[src/hdl/tcrq_pkg.sv]
// Shared types and command/status codes for the tagged commit ring queue.
package tcrq_pkg;

  // ring capacity; pointers wrap at 2*DEPTH, so it must be a power of two
  localparam int DEPTH = 64;

  localparam logic [2:0] CMD_ADD    = 3'd0;
  localparam logic [2:0] CMD_ACK    = 3'd1;
  localparam logic [2:0] CMD_DONE   = 3'd2;
  localparam logic [2:0] CMD_RETIRE = 3'd3;
  localparam logic [2:0] CMD_MAXACK = 3'd4;
  localparam logic [2:0] CMD_TRUNC  = 3'd5;
  localparam logic [2:0] CMD_PEEK   = 3'd6;
  localparam logic [2:0] CMD_NOP    = 3'd7;

  localparam logic [1:0] ST_OK       = 2'd0;
  localparam logic [1:0] ST_FULL     = 2'd1;
  localparam logic [1:0] ST_NOTFOUND = 2'd2;
  localparam logic [1:0] ST_EMPTY    = 2'd3;

  typedef struct packed {
    logic [2:0]  command;
    logic [63:0] xid;
  } cmd_t;

endpackage

[src/hdl/tcrq_cmd_fifo.sv]
// Short command queue between the input front end and the execution engine.
module tcrq_cmd_fifo (
  input  logic            clk,
  input  logic            rst_n,
  input  logic            wr_valid,
  output logic            wr_ready,
  input  tcrq_pkg::cmd_t  wr_data,
  output logic            rd_valid,
  input  logic            rd_ready,
  output tcrq_pkg::cmd_t  rd_data
);

  tcrq_pkg::cmd_t mem_r [2];
  logic       wp_r, rp_r;
  logic [1:0] cnt_r;

  assign wr_ready = (cnt_r != 2'd2);
  assign rd_valid = (cnt_r != 2'd0);
  assign rd_data  = mem_r[rp_r];

  always_ff @(posedge clk) begin
    if (wr_valid && wr_ready) begin
      mem_r[wp_r] <= wr_data;
    end
  end

  always_ff @(posedge clk) begin
    if (!rst_n) begin
      wp_r  <= 1'b0;
      rp_r  <= 1'b0;
      cnt_r <= 2'd0;
    end else begin
      if (wr_valid && wr_ready) wp_r <= ~wp_r;
      if (rd_valid && rd_ready) rp_r <= ~rp_r;
      cnt_r <= cnt_r + {1'b0, wr_valid && wr_ready} - {1'b0, rd_valid && rd_ready};
    end
  end

endmodule

[config.mk]
export PLATFORM = sky130hd
export DESIGN_NAME = tcrq_cmd_fifo
export DESIGN_NICKNAME = d
export VERILOG_FILES = /design/src/hdl/tcrq_pkg.sv /design/src/hdl/tcrq_cmd_fifo.sv
export SDC_FILE = /design/constraint.sdc
export NUM_CORES = 1
export LEC_CHECK = 0
export BUFFER_PORTS_ARGS = -buffer_cell sky130_fd_sc_hd__buf_2
export CORE_MARGIN = 2
export CORE_UTILIZATION = 52
export CTS_CLUSTER_SIZE = 8
export DETAILED_ROUTE_END_ITERATION = 8
export PLACE_DENSITY_LB_ADDON = 0.2
export SYNTH_ARGS = -nofsm -noshare
export SYNTH_HDL_FRONTEND = slang
export SYNTH_SLANG_ARGS = --single-unit
[constraint.sdc]
create_clock -name clk -period 5.2 [get_ports clk]
set_input_delay 1.04 -clock clk [delete_from_list [all_inputs] [get_ports clk]]
set_output_delay 1.04 -clock clk [all_outputs]
set_load 0.05 [all_outputs]
* Word-level counts from Yosys, hierarchy flattened
Memory sizes are Yosys's and may differ from the RTL's. A register that Yosys moved wholly into a read port is not among the register bits. Cells that the tools add are included.
Word-level totals: memories 1, flip-flop bits (word level) 4, output and inout port bits 69, bits in writable memories 134
Cells by class: reduce and logical (&&, ||, !) cells 3, $add $sub $neg 2, bitwise logic cells 2, mux-type cells 4, equal/unequal tests 1
Memory list:
- mem_r | words 2, width 67, rd ports 1, clocked after memory_dff 1, write ports 1, RTL line tcrq_cmd_fifo.sv:13 | tcrq_pkg::cmd_t mem_r [2];
Operator list (count):
- 1-bit two-way mux | 4
- 2-bit by 1-bit adder with 2-bit output | 1
- 1-bit logical AND | 2
- 2-bit != test (second input constant) | 1
- 1-bit NOT | 2
- 2-bit nonzero test | 1
- 2-bit by 1-bit subtractor with 2-bit output | 1

* Logic depth before layout (Yosys ltp)
depth after elaboration 4, mapped depth 8, gate-level depth less buffers 8

* Worst setup path before layout
OpenSTA, ideal clock, no wires.
path type input port to flip-flop, start input port wr_valid, end memory mem_r[0][0] (netlist bit) (enable), arrival 3959 ps, setup time 493 ps, path slack 748 ps, required time 4707 ps, stages 2, cell sequence nand2_1 nor2_1
Between the ends: cells in the longest elaborated chain, start to end 3
Ends and longest elaborated chain:
- start, declared | RTL line tcrq_cmd_fifo.sv:5 | input logic wr_valid,
- 1-bit logical AND | RTL line tcrq_cmd_fifo.sv:22 | if (wr_valid && wr_ready) begin
- 1-bit two-way mux | RTL line tcrq_cmd_fifo.sv:22
- 1-bit two-way mux (not written as such) | RTL line tcrq_cmd_fifo.sv:23 | mem_r[wp_r] <= wr_data;
- end, declared | RTL line tcrq_cmd_fifo.sv:13
Every way passes these cells.

==> flow_summary.html <==
<table>
<tr><th>Metric</th><th>Value</th></tr>
<tr><th colspan="2">Die</th></tr>
<tr><td>Num ports</td><td>140</td></tr>
<tr><td>Die boundary height</td><td>104 um</td></tr>
<tr><td>Die outline width</td><td>104 um</td></tr>
<tr><td>Starting density of the core</td><td>0.533</td></tr>
<tr><td>Number of rows in the core area</td><td>36</td></tr>
<tr><td>DIE AREA</td><td>10800 um^2</td></tr>
<tr><td>CORE AREA</td><td>9730 um^2</td></tr>
<tr><th colspan="2">Route</th></tr>
<tr><td>DRC Markers</td><td>0</td></tr>
<tr><td>Number of vias after detailed routing</td><td>2572</td></tr>
<tr><td>Post-Route WL</td><td>8590 um</td></tr>
<tr><td>Antenna violation net count after detailed routing</td><td>0</td></tr>
<tr><td>Number of optimization iterations in the first detailed-route pass</td><td>4</td></tr>
<tr><td>Number of vias per cell after detailed routing</td><td>4.85</td></tr>
<tr><td>Mean routed wirelength per cell</td><td>16.2 um</td></tr>
<tr><td>Number of DRC markers after the initial detailed-route iteration</td><td>162</td></tr>
<tr><th colspan="2">Synthesis</th></tr>
<tr><td>Top post-synthesis cells by area</td><td>edfxtp_1, mux2_4, mux2_2, dfxtp_1, buf_6</td></tr>
<tr><td>Cell with the most instances after synthesis</td><td>edfxtp_1</td></tr>
<tr><td>Register bit count reported by yosys</td><td>139</td></tr>
<tr><td>Most frequent cells after synthesis</td><td>edfxtp_1, mux2_2, mux2_4</td></tr>
<tr><td>Number of synthesis warnings</td><td>0</td></tr>
<tr><td>XOR/XNOR Fraction of Synth Area</td><td>0.00507</td></tr>
<tr><td>Number of nets produced by synthesis</td><td>305</td></tr>
<tr><td>Primary flip-flop cell chosen by synthesis mapping</td><td>edfxtp_1</td></tr>
<tr><td>Combined area of all synthesized cells</td><td>5180 um^2</td></tr>
<tr><td>Fraction of the mapped netlist area in compound gates</td><td>0.00145</td></tr>
<tr><td>Share of synthesized area occupied by flip-flops and latches</td><td>0.796</td></tr>
<tr><td>Cell type with the highest aggregate area in the netlist</td><td>edfxtp_1</td></tr>
<tr><td>Combinational family with the most area after synthesis</td><td>multiplexers</td></tr>
<tr><td>Basic-gate share of the synthesized area counting and, or, nand and nor cells</td><td>0.0118</td></tr>
<tr><td>Mux share of post-synthesis cell area</td><td>0.169</td></tr>
<tr><td>Unique cell type count in the Yosys netlist</td><td>19</td></tr>
<tr><td>Adder and majority cell fraction of the synthesized area</td><td>0.00483</td></tr>
<tr><td>Post-Synthesis Mean Instance Area</td><td>22.3 um^2</td></tr>
<tr><td>Asr flop ratio synth</td><td>0</td></tr>
<tr><td>Post-synthesis instance total</td><td>232</td></tr>
<tr><td>Number of synthesized flops with an enable pin</td><td>134</td></tr>
<tr><td>Top-area cell type share of the netlist area</td><td>0.777</td></tr>
<tr><th colspan="2">Setup path</th></tr>
<tr><td>Endpoint of the worst register-to-register path</td><td>mem_r[1][57]</td></tr>
<tr><td>Origin of the critical flop-to-flop path</td><td>cnt_r[0]</td></tr>
<tr><td>Critical Path Source Type</td><td>flop</td></tr>
<tr><td>Max Fanout on Critical Path</td><td>67</td></tr>
<tr><td>Data arrival time at the worst-slack endpoint</td><td>2250 ps</td></tr>
<tr><td>Worst Setup Path Type</td><td>flop to primary output</td></tr>
<tr><td>Critical Path Sink Type</td><td>primary output</td></tr>
<tr><td>Number of cells on the worst reg-to-reg path</td><td>3</td></tr>
<tr><td>Register-to-register path setup slack</td><td>2920 ps</td></tr>
<tr><td>Required time worst endpoint</td><td>4160 ps</td></tr>
<tr><th colspan="2">CTS</th></tr>
<tr><td>Latest clock arrival within the worst-skew pair</td><td>520 ps</td></tr>
<tr><td>Number of hold buffers added after CTS</td><td>0</td></tr>
<tr><td>Clock tree root driver cell</td><td>clkbuf_8</td></tr>
<tr><td>Setup bufs post-CTS</td><td>0</td></tr>
<tr><td>PostCTS Resize Cnt</td><td>0</td></tr>
<tr><td>Clock input transition at the sequential cells of the worst setup and hold paths</td><td>60 ps</td></tr>
<tr><td>Max Root-Sink Buffers</td><td>2</td></tr>
<tr><td>H-tree levels</td><td>4</td></tr>
<tr><td>TritonCTS sink count</td><td>139</td></tr>
<tr><td>Number of buffers created by CTS</td><td>17</td></tr>
<tr><td>TritonCTS clock tree</td><td>done</td></tr>
<tr><th colspan="2">Cells and area</th></tr>
<tr><td>Final net count</td><td>458</td></tr>
<tr><td>Layout-stage area growth over the synthesis result</td><td>28.5%</td></tr>
<tr><td>Antenna fix cells</td><td>0</td></tr>
<tr><td>Share of post-route cells with drive strength above 1</td><td>0.605</td></tr>
<tr><td>Total non-filler cell area in the finished layout</td><td>6660 um^2</td></tr>
<tr><td>Post-layout utilization of the core</td><td>0.684</td></tr>
<tr><th colspan="2">Placement</th></tr>
<tr><td>Port-buffer cells</td><td>139</td></tr>
<tr><td>Routability-driven placement congestion ratio</td><td>0.701</td></tr>
<tr><td>Half-perimeter wire length of the detailed placement result</td><td>5250 um</td></tr>
<tr><td>Placement Cell Area</td><td>6010 um^2</td></tr>
<tr><td>Minimum setup slack after placement</td><td>2280 ps</td></tr>
<tr><th colspan="2">Run</th></tr>
<tr><td>Max-cap check violation count</td><td>0</td></tr>
<tr><th colspan="2">Worst hold path</th></tr>
<tr><td>Worst hold path endpoint</td><td>wp_r</td></tr>
<tr><td>Min-Delay Path Class</td><td>flop to flop</td></tr>
<tr><td>Hold path depth</td><td>2</td></tr>
<tr><td>Min-Delay Startpoint</td><td>wp_r</td></tr>
<tr><th colspan="2">Global routing</th></tr>
<tr><td>First-pass GRT wire length</td><td>13500 um</td></tr>
<tr><td>Largest net degree at the start of global routing</td><td>68</td></tr>
<tr><td>Total global-route track usage</td><td>0.169</td></tr>
<tr><td>Number of global-route vias before repair</td><td>2692</td></tr>
<tr><td>Number of antenna violations at the first check in global routing</td><td>0</td></tr>
<tr><td>Congestion Overflow GR</td><td>0</td></tr>
<tr><th colspan="2">Status</th></tr>
<tr><td>Result of the run</td><td>complete, no violations</td></tr>
<tr><th colspan="2">Timing</th></tr>
<tr><td>Portion of the clock cycle consumed by the worst path in the final layout</td><td>0.633</td></tr>
<tr><td>Rel. slew slack</td><td>0.296</td></tr>
<tr><td>Peak clock frequency supported by timing</td><td>304 MHz</td></tr>
<tr><td>Final-layout setup total negative slack</td><td>0 ps</td></tr>
<tr><td>Final setup skew</td><td>7.16 ps</td></tr>
<tr><td>Worst-case setup margin in the final layout</td><td>1910 ps</td></tr>
<tr><td>Actual transition at the worst max-transition pin</td><td>1060 ps</td></tr>
<tr><td>Shortest clock period the worst path allows after layout</td><td>3290 ps</td></tr>
<tr><td>Setup repair after global routing missed its margin</td><td>false</td></tr>
<tr><td>Number of hold violations in the final report</td><td>0</td></tr>
<tr><td>Number of endpoints failing setup at the final stage</td><td>0</td></tr>
<tr><td>Slew Limit Fails</td><td>0</td></tr>
<tr><th colspan="2">Power</th></tr>
<tr><td>Power density relative to cell area</td><td>600 nW/um^2</td></tr>
<tr><td>Overall power consumption</td><td>0.00400 W</td></tr>
<tr><td>Worst voltage drop across the vdd grid</td><td>0.000598 V</td></tr>
<tr><td>Lkg Pwr</td><td>2.57 nW</td></tr>
</table>
worst max-delay path by stage:
| stage | to | cells past startpoint |
|---|---|---|
| 2_1_floorplan | mem_r[0][0] | 2 |
| 3_3_place_gp | mem_r[1][55] | 3 |
| 3_5_place_dp | mem_r[1][57] | 3 |
| 4_1_cts | rd_data[6] | 2 |
| 5_1_grt | rd_data[26] | 2 |
| 6_report | rd_data[35] | 2 |
worst max-delay path: stages (launching register included):
cell	delay, ps
dfxtp_4	1050
mux2_2	420
buf_2	220
state kept, by name, summed over array words and instances, names as in the netlist, named ones only:
register and count:
rp_r 1, cnt_r 2, mem_r 134, wp_r 1
cell type report:
type                    instances  area [um^2]
inverters                       1         3.75
fillers                       699         3070
repair buffers                141          711
clock buffers                  19          422
well taps                     133          166
clock inverters                12          221
flip-flops and latches        139         4130
multi-input cells              85         1010
power by group:
part	total, W	switching (W)	internal [W]
Clock	0.00130	0.000424	0.000871
Combinational	0.00117	0.000802	0.000371
Sequential	0.00153	0.000116	0.00141
stage by stage:
stage	instances	hold slack, ps
floorplan	232	455
global placement	499	499
detailed placement	499	544
CTS	530	555
global route	530	586
finish	530	551
cell families (layout without fill, tap and decap cells):
kind of cell             Yosys count  count (layout)
AO/OA/AOI/OAI                      1               1
AND/OR/NAND/NOR                   11              11
buffers and inverters              8             173
adder cells (fa/ha/maj)            2               2
multiplexers                      68              68
flip-flops                       139             139
XOR/XNOR                           3               3
per-layer routing:
| metal | track usage | part of all wire |
|---|---|---|
| met1 | 0.192 | 0.40 |
| met2 | 0.277 | 0.50 |
| met3 | 0.0686 | 0.075 |
| met4 | 0.0888 | 0.026 |
| met5 | 0 | 0 |
cells in the final DEF, fill, tap and decap left out, types with 3 or more instances in the layout:
cell type  netlist  routed
mux2_2          37      37
xnor2_1          3       3
clkbuf_16        0      16
buf_2            3     139
edfxtp_1       134     134
bufinv_16        0       6
mux2_4          30      30
dfxtp_1          5       4
Note: power is estimated with default switching activity, not from simulation.
