[config.mk]
export PLATFORM = sky130hd
export DESIGN_NAME = tcrq_engine
export DESIGN_NICKNAME = d
export VERILOG_FILES = /design/src/hdl/tcrq_pkg.sv /design/src/hdl/tcrq_engine.sv
export SDC_FILE = /design/constraint.sdc
export NUM_CORES = 2
export LEC_CHECK = 0
export BUFFER_PORTS_ARGS = -buffer_cell sky130_fd_sc_hd__buf_2
export CAP_MARGIN = 30
export CORE_MARGIN = 2
export CORE_UTILIZATION = 63
export DETAILED_ROUTE_END_ITERATION = 12
export PLACE_DENSITY = 0.79
export SYNTH_ARGS = -nofsm -noshare
export SYNTH_HDL_FRONTEND = slang
export SYNTH_SLANG_ARGS = --single-unit
[constraint.sdc]
create_clock -name clk -period 7.1 [get_ports clk]
set_clock_uncertainty 0.15 [all_clocks]
set_input_delay 1.42 -clock clk [delete_from_list [all_inputs] [get_ports clk]]
set_output_delay 1.42 -clock clk [all_outputs]
set_load 0.005 [all_outputs]
[src/hdl/tcrq_pkg.sv]
// Shared types and command/status codes for the tagged commit ring queue.
package tcrq_pkg;

  // ring capacity; pointers wrap at 2*DEPTH, so it must be a power of two
  localparam int DEPTH = 64;

  localparam logic [2:0] CMD_ADD    = 3'd0;
  localparam logic [2:0] CMD_ACK    = 3'd1;
  localparam logic [2:0] CMD_DONE   = 3'd2;
  localparam logic [2:0] CMD_RETIRE = 3'd3;
  localparam logic [2:0] CMD_MAXACK = 3'd4;
  localparam logic [2:0] CMD_TRUNC  = 3'd5;
  localparam logic [2:0] CMD_PEEK   = 3'd6;
  localparam logic [2:0] CMD_NOP    = 3'd7;

  localparam logic [1:0] ST_OK       = 2'd0;
  localparam logic [1:0] ST_FULL     = 2'd1;
  localparam logic [1:0] ST_NOTFOUND = 2'd2;
  localparam logic [1:0] ST_EMPTY    = 2'd3;

  typedef struct packed {
    logic [2:0]  command;
    logic [63:0] xid;
  } cmd_t;

endpackage

[src/hdl/tcrq_engine.sv]
// Execution engine: ring storage, sequential scans, result register.
module tcrq_engine (
  input  logic            clk,
  input  logic            rst_n,
  input  logic            cmd_valid,
  output logic            cmd_ready,
  input  tcrq_pkg::cmd_t  cmd,
  output logic            res_valid,
  input  logic            res_ready,
  output logic [1:0]      res_status,
  output logic [63:0]     res_value,
  output logic [6:0]      res_count,
  output logic [6:0]      res_occupancy
);

  localparam int DEPTH = tcrq_pkg::DEPTH;
  localparam int AW = $clog2(DEPTH);
  localparam int PW = AW + 1;

  localparam logic [2:0] S_IDLE = 3'd0;
  localparam logic [2:0] S_RD   = 3'd1;  // read issued, data next cycle
  localparam logic [2:0] S_CHK  = 3'd2;  // data in rdata_r
  localparam logic [2:0] S_DONE = 3'd3;

  logic [2:0]    st_r;
  logic [PW-1:0] head_r, tail_r, k_r;
  logic [DEPTH-1:0] ack_r, done_r;
  logic [63:0]   ids [DEPTH];
  logic [63:0]   rdata_r;
  logic [AW-1:0] rslot_r;
  logic [2:0]    op_r;
  logic [63:0]   x_r, val_r;
  logic [1:0]    stat_r;
  logic [PW-1:0] cnt_r;
  logic          out_v_r;

  logic [PW-1:0] occ, idx;
  logic [AW-1:0] slot;
  assign occ  = head_r - tail_r;
  assign idx  = tail_r + k_r;
  assign slot = idx[AW-1:0];

  assign cmd_ready     = (st_r == S_IDLE) && !out_v_r;
  assign res_valid     = out_v_r;
  assign res_status    = stat_r;
  assign res_value     = val_r;
  assign res_count     = 7'(cnt_r);
  assign res_occupancy = 7'(occ);

  logic wr_en;
  logic [AW-1:0] wr_slot;
  assign wr_en   = cmd_valid && cmd_ready && cmd.command == tcrq_pkg::CMD_ADD
                   && occ != PW'(DEPTH);
  assign wr_slot = head_r[AW-1:0];

  always_ff @(posedge clk) begin
    if (wr_en) ids[wr_slot] <= cmd.xid;
    rdata_r <= ids[slot];
    rslot_r <= slot;
  end

  always_ff @(posedge clk) begin
    if (!rst_n) begin
      st_r <= S_IDLE; head_r <= '0; tail_r <= '0; k_r <= '0;
      ack_r <= '0; done_r <= '0; out_v_r <= 1'b0;
      stat_r <= '0; val_r <= '0; cnt_r <= '0; op_r <= '0; x_r <= '0;
    end else begin
      if (out_v_r && res_ready) out_v_r <= 1'b0;
      case (st_r)
        S_IDLE: begin
          if (cmd_valid && cmd_ready) begin
            op_r <= cmd.command; x_r <= cmd.xid; k_r <= '0;
            stat_r <= tcrq_pkg::ST_OK; val_r <= '0; cnt_r <= '0;
            case (cmd.command)
              tcrq_pkg::CMD_ADD: begin
                if (occ == PW'(DEPTH)) stat_r <= tcrq_pkg::ST_FULL;
                else begin
                  head_r <= head_r + 1'b1;
                  ack_r[wr_slot] <= 1'b0;
                  done_r[wr_slot] <= 1'b0;
                end
                out_v_r <= 1'b1;
              end
              tcrq_pkg::CMD_ACK, tcrq_pkg::CMD_DONE, tcrq_pkg::CMD_MAXACK,
              tcrq_pkg::CMD_TRUNC: begin
                if (cmd.command == tcrq_pkg::CMD_MAXACK) val_r <= cmd.xid;
                if (occ == '0) begin
                  if (cmd.command == tcrq_pkg::CMD_ACK ||
                      cmd.command == tcrq_pkg::CMD_DONE)
                    stat_r <= tcrq_pkg::ST_NOTFOUND;
                  out_v_r <= 1'b1;
                end else st_r <= S_RD;
              end
              tcrq_pkg::CMD_RETIRE: st_r <= S_DONE;
              tcrq_pkg::CMD_PEEK: begin
                if (occ == '0) begin
                  stat_r <= tcrq_pkg::ST_EMPTY;
                  out_v_r <= 1'b1;
                end else st_r <= S_RD;
              end
              default: out_v_r <= 1'b1;
            endcase
          end
        end
        S_RD: st_r <= S_CHK;
        S_CHK: begin
          st_r <= S_RD;
          k_r  <= k_r + 1'b1;
          case (op_r)
            tcrq_pkg::CMD_PEEK: begin
              val_r <= rdata_r; st_r <= S_IDLE; out_v_r <= 1'b1;
            end
            tcrq_pkg::CMD_ACK, tcrq_pkg::CMD_DONE: begin
              if (rdata_r == x_r) begin
                if (op_r == tcrq_pkg::CMD_ACK) ack_r[rslot_r] <= 1'b1;
                else done_r[rslot_r] <= 1'b1;
                st_r <= S_IDLE; out_v_r <= 1'b1;
              end else if (k_r + 1'b1 == occ) begin
                stat_r <= tcrq_pkg::ST_NOTFOUND;
                st_r <= S_IDLE; out_v_r <= 1'b1;
              end
            end
            tcrq_pkg::CMD_MAXACK: begin
              if (ack_r[rslot_r] && rdata_r > val_r) val_r <= rdata_r;
              if (k_r + 1'b1 == occ) begin
                st_r <= S_IDLE; out_v_r <= 1'b1;
              end
            end
            tcrq_pkg::CMD_TRUNC: begin
              if (rdata_r > x_r) begin
                cnt_r  <= occ - k_r;
                head_r <= tail_r + k_r;
                st_r <= S_IDLE; out_v_r <= 1'b1;
              end else if (k_r + 1'b1 == occ) begin
                st_r <= S_IDLE; out_v_r <= 1'b1;
              end
            end
            default: begin
              st_r <= S_IDLE; out_v_r <= 1'b1;
            end
          endcase
        end
        S_DONE: begin
          // retire one done entry per cycle from the tail
          if (occ != '0 && done_r[tail_r[AW-1:0]]) begin
            done_r[tail_r[AW-1:0]] <= 1'b0;
            tail_r <= tail_r + 1'b1;
            cnt_r  <= cnt_r + 1'b1;
          end else begin
            st_r <= S_IDLE; out_v_r <= 1'b1;
          end
        end
        default: st_r <= S_IDLE;
      endcase
    end
  end

endmodule

# [Word level (Yosys, flattened, before mapping)]
# Memories as Yosys holds them, arrays and structs flattened. A register that Yosys moved wholly into a read port is not among the register bits.
# Cells that the tools add are included.
# Widths: inputs -> output; s select.
[totals] reg_bits=299 latch_bits=0 mem_bits_rw=4096 rom_bits=0 output_inout_bits=82 elab_cells=176 mem_count=1
[memory_table] name="ids" words=64 width=64 rd=1 rd_ports_with_merged_regs=1 wr=1 line="tcrq_engine.sv:28" source="logic [63:0] ids [DEPTH];"
[classes] n_addsub=7 n_mul=0 div_mod_pow=0 n_lt_le_gt_ge=8 n_eq_ne=35 shifts=0 n_mux=74 bitwise_logic=7 reduce_logical=31
[op_table] operator="$mux 64" count=17
[op_table] operator="$pmux 64 s2" count=3
[op_table] operator="$and 64x64->64" count=3
[op_table] operator="$pmux 64 s3" count=1
[op_table] operator="$gt 64x64->1" count=2
[op_table] operator="$not 64->64" count=2
[op_table] operator="$or 64x64->64" count=2
[op_table] operator="$eq 64x64->1" count=1
[op_table] operator="$mux 7" count=9
[op_table] operator="$add 7x1->7 const B" count=4
[op_table] operator="$pmux 7 s2" count=2
[op_table] operator="$lt 6x7->1 const B" count=3
[op_table] operator="$pmux 7 s3" count=1
[op_table] operator="$ne 2x2->1 const B" count=10
[op_table] operator="$demux 1 s6" count=3
[op_table] operator="$eq 3x3->1 const B" count=6
[op_table] operator="$ge 6x1->1 const B" count=3
[op_table] operator="$mux 1" count=17
[op_table] operator="$eq 3x2->1 const B" count=5
[op_table] operator="$mux 2" count=7
[op_table] operator="$sub 7x7->7" count=2
[op_table] operator="$bmux 1 s6" count=2
[op_table] operator="$mux 3" count=4
[op_table] operator="$pmux 3 s4" count=1
[op_table] operator="other kinds (32)" count=52

# [Longest topological paths before layout]
[logic_depth] word_depth=10 mapped_depth=17 mapped_depth_nobuf=15

# [Worst setup path before layout]
# OpenSTA, ideal clock, no wires.
[synth_path] kind="register to register" start="reg tail_r[1]" end="mem ids[34][0], enable pin" arrival_time_ps=5374 setup_slack_ps=1090 stages_incl_launch_ff=12 n_path_buf=3 path_cell_list="dfxtp_1 -> buf_2 -> clkinv_1 -> fa_1 -> a211oi_2 -> o31ai_1 -> a21oi_2 -> xor2_2 -> o211ai_2 -> clkbuf_1 -> buf_1 -> nor2_1"
[synth_via] elab_chain_cells=5
[synth_lines] element="from (decl)" line="tcrq_engine.sv:26" source="logic [PW-1:0] head_r, tail_r, k_r;"
[synth_lines] element="from (signal assigned)" line="tcrq_engine.sv:147" source="tail_r <= tail_r + 1'b1;"
[synth_lines] element="$sub 7x7->7" line="tcrq_engine.sv:39" source="assign occ = head_r - tail_r;"
[synth_lines] element="$ne 7x7->1" line="tcrq_engine.sv:53" source="&& occ != PW'(DEPTH);"
[synth_lines] element="$logic_and 1x1->1" line="tcrq_engine.sv:53"
[synth_lines] element="$mux 1" line="tcrq_engine.sv:57" source="if (wr_en) ids[wr_slot] <= cmd.xid;"
[synth_lines] element="$mux 1 (not written as such)" line="tcrq_engine.sv:57"
[synth_lines] element="to (decl)" line="tcrq_engine.sv:28"
# Every way passes these cells.

# [Worst setup path in the final report]
[layout_path] start="reg val_r[27] (netlist: res_value[27])" end="reg val_r[19] (netlist: res_value[19])"
[layout_via] elab_chain_cells=4
[layout_lines] element="from (decl)" line="tcrq_engine.sv:32" source="logic [63:0] x_r, val_r;"
[layout_lines] element="from (signal assigned)" line="tcrq_engine.sv:86" source="if (cmd.command == tcrq_pkg::CMD_MAXACK) val_r <= cmd.xid;"
[layout_lines] element="from (signal assigned)" line="tcrq_engine.sv:124" source="if (ack_r[rslot_r] && rdata_r > val_r) val_r <= rdata_r;"
[layout_lines] element="$gt 64x64->1" line="tcrq_engine.sv:124"
[layout_lines] element="$logic_and 1x1->1" line="tcrq_engine.sv:124"
[layout_lines] element="$ne 3x3->1 (no line)"
[layout_lines] element="$reduce_and 4->1 (no line)"
# Every way passes these cells.
# A chain may end at the register's enable or synchronous reset.

==> flow_summary.ini <==
[worst_hold_path]
hold_depth = 2
hold_start = x_r[36]
hold_end = x_r[36]
hp-class = reg2reg

[routing]
drtAntennaViolNets = 0
post_drt_wl_per_cell_um = 41.6
drt_wl_total_um = 530000
post_drt_via_cell_ratio = 7.47
dr.pass1.iters = 12
drc_errors = 0
drtIter0Drc = 17800
vias = 95100

[synthesis]
synthArstFlopShare_pct = 0
yosysTopAreaCell = edfxtp_1
synthesis.nets = 8439
yosysTopAreaCellShare_pct = 70.6
synth-seq-area-share_pct = 74.7
synth_edf_count = 4096
syn_area_um2 = 174000
ys_types = 85
synth_seq_cells = 4458
synth_area_leaders = edfxtp_1 71%, mux4_2 18%, dfxtp_1 4.2%, ha_1 1.1%, clkbuf_1 0.71%
synth_flop_cell = edfxtp_1
ys_warn_count = 0
synthCells = 8211
syn_avg_cell_area_um2 = 21.2

[floorplanning]
ios = 153
die_w_um = 530
die_area_um2 = 281000
row_count = 193
core_area_um2 = 276000
initial_core_util_pct = 63.2
fp.dieH_um = 530

[critical_path]
cp_cell_sequence = inv_1 -> ha_1 -> a21oi_1 -> o21ai_0 -> a221oi_1 -> o21ai_0 -> a221oi_1 -> o211ai_1 -> nand3_4 -> buf_4 -> buf_4 -> a221oi_1 -> a211oi_1
cp_max_fo = 65
slowest_delay_ps = 920
arrival_ps = 6610
crit_type = reg2reg
path_common_cell = a221oi_1
r2r_slack_ps = 1230
crit_slowest_cell = a221oi_1
worstSetupEndpointType = flop
start_kind = flop
r2r_start = res_value[27]
required_ps = 7840
worst_r2r_path_depth = 13
timing.rr.end = res_value[19]

[clocking]
clock-sinks = 4458
cts_root_buffer = clkbuf_16
clock_latency_ps = 1030
path_clk_slew_ps = 70
cts_tree = built
ctsResizeCount = 0
post_cts_buffers = 0
h-tree-depth = 5
cts_hold_buf = 0
clockBufferDepth = 4
cts-buffers-inserted = 427

[power_and_ir_drop]
vdd.ir_drop.worst_v = 0.000328
p_leak_uw = 0.0606
p_per_area_nw_per_um2 = 281

[final_layout]
area_growth_pct = 12.7
finalNonFillerCells = 12700
final_cell_mix = 4,096 x edfxtp_1, 1,355 x mux4_2, 433 x clkbuf_16, 362 x dfxtp_1, 300 x nand2_1
final_common_cell = edfxtp_1
layout-drive-gt1-share_pct = 28.6
fillers = 15000
nets = 8865

[timing]
fmax_mhz = 170
rsz0062_at_grt = no
slew_viol_final = 0
min_period_over_period_pct = 82.6
setup_tns_ps = 0
slew_headroom_pct = 19.7
worstMarginPinSlew_ps = 1200
hold_slack_ps = 307
period_needed_ps = 5870
final_hold_viol_count = 0
setup_viol_count_final = 0

[run_status]
outcome = complete, no violations

[place]
dp.cells = 11900
dp_hpwl_um = 270000
portBuffers = 152
finalWeightedCongestion = 0.999

[global_route]
grt_max_degree = 123
overflow = 0
grt_first_pass_wirelength_um = 739000
grt_pass1_vias = 94900
antenna_found_initial = 34
grtUsageTotal_pct = 38.0

[job]
drv_cap = 0
## cells by family after synthesis
| kind of cell | share of synthesized area [%] |
|---|---|
| xor gates and xnor gates | 0.185 |
| DFF | 74.7 |
| adders and majority gates | 1.14 |
| muxes | 17.7 |
| and+or+nand+nor | 2.05 |
| buffers and inverters | 1.40 |
| AOI/OAI and AO/OA | 2.84 |
## cell type report
type	instances	area (µm²)	area share, %
clock buffers	546	11500	5.83
well taps	3705	4640	2.36
flip-flops and latches	4458	130000	66.3
inverters	167	634	0.323
repair buffers	463	4190	2.13
diodes	12	30.0	0.0153
multi-input cells	3120	42300	21.5
clock inverters	257	2960	1.51
## critical path: cells and delay by family (launching register included)
family	cells	cell delay (ps)
adders and majority gates	1	340
DFF	1	450
AOI/OAI and AO/OA	8	3040
and+or+nand+nor	1	230
buffers and inverters	3	1460
## routing by layer
layer	up-vias	GRT usage, %	wire length [µm]
li1	35300	-	-
met4	44	21.2	37200
met5	-	0	267
met1	48800	49.0	165000
met3	1910	9.78	73100
met2	9113	60.0	254000
## how the worst max path moves through the flow
stage	start	end	slack [ps]	cells past startpoint
2_1_floorplan	tail_r[1]	ids[34][0]	1090	11
3_3_place_gp	rdata_r[3]	res_count[0]	1570	10
3_5_place_dp	tail_r[0]	ids[0][42]	1690	12
4_1_cts	res_value[27]	res_value[22]	1380	13
5_1_grt	res_value[27]	res_value[21]	1350	13
6_report	res_value[27]	res_value[19]	1230	13
## per-stage QoR
step           power (µW)  utilization, %  cell area [µm²]  worst slack (ps)
2_1_floorplan       30700               -           174000              1090
4_1_cts             55100            71.0           196000              1380
3_5_place_dp        31800            65.8           181000              1690
5_1_grt             56200            71.2           196000              1350
6_report            55300            71.2           196000              1230
3_3_place_gp        31700            65.6           181000              1570
## where the power goes
| part | internal (µW) | leakage, µW | switching [µW] |
|---|---|---|---|
| Sequential | 28800 | 0.0398 | 140 |
| Combinational | 853 | 0.0138 | 1740 |
| Clock | 13400 | 0.00702 | 10400 |
## sequential cells by signal, indices dropped and copies added, names as in the netlist
signal      count
ack_r          64
done_r         64
head_r          7
ids          4096
k_r             7
op_r            3
rdata_r        64
res_count       7
res_status      2
res_valid       1
res_value      64
rslot_r         6
st_r            2
tail_r          7
x_r            64
## Yosys cell counts (12+ instances only)
master / instances
buf_1: 96
o21ai_1: 35
a221oi_1: 77
nand2_1: 300
nand3_1: 49
ha_1: 154
xnor2_1: 28
o21a_1: 21
a211oi_1: 71
o221a_1: 20
o211ai_1: 36
inv_1: 161
buf_2: 37
nand2b_1: 15
nand4_1: 27
and3_1: 14
nor2_1: 272
o31ai_1: 16
mux2i_1: 17
clkbuf_1: 330
dfxtp_1: 362
mux4_2: 1355
mux2_2: 12
edfxtp_1: 4096
a22oi_1: 13
a31oi_1: 89
a21o_1: 18
o21ai_0: 92
a21oi_1: 187
nor3_1: 43
Note: power is estimated with default switching activity, not from simulation.
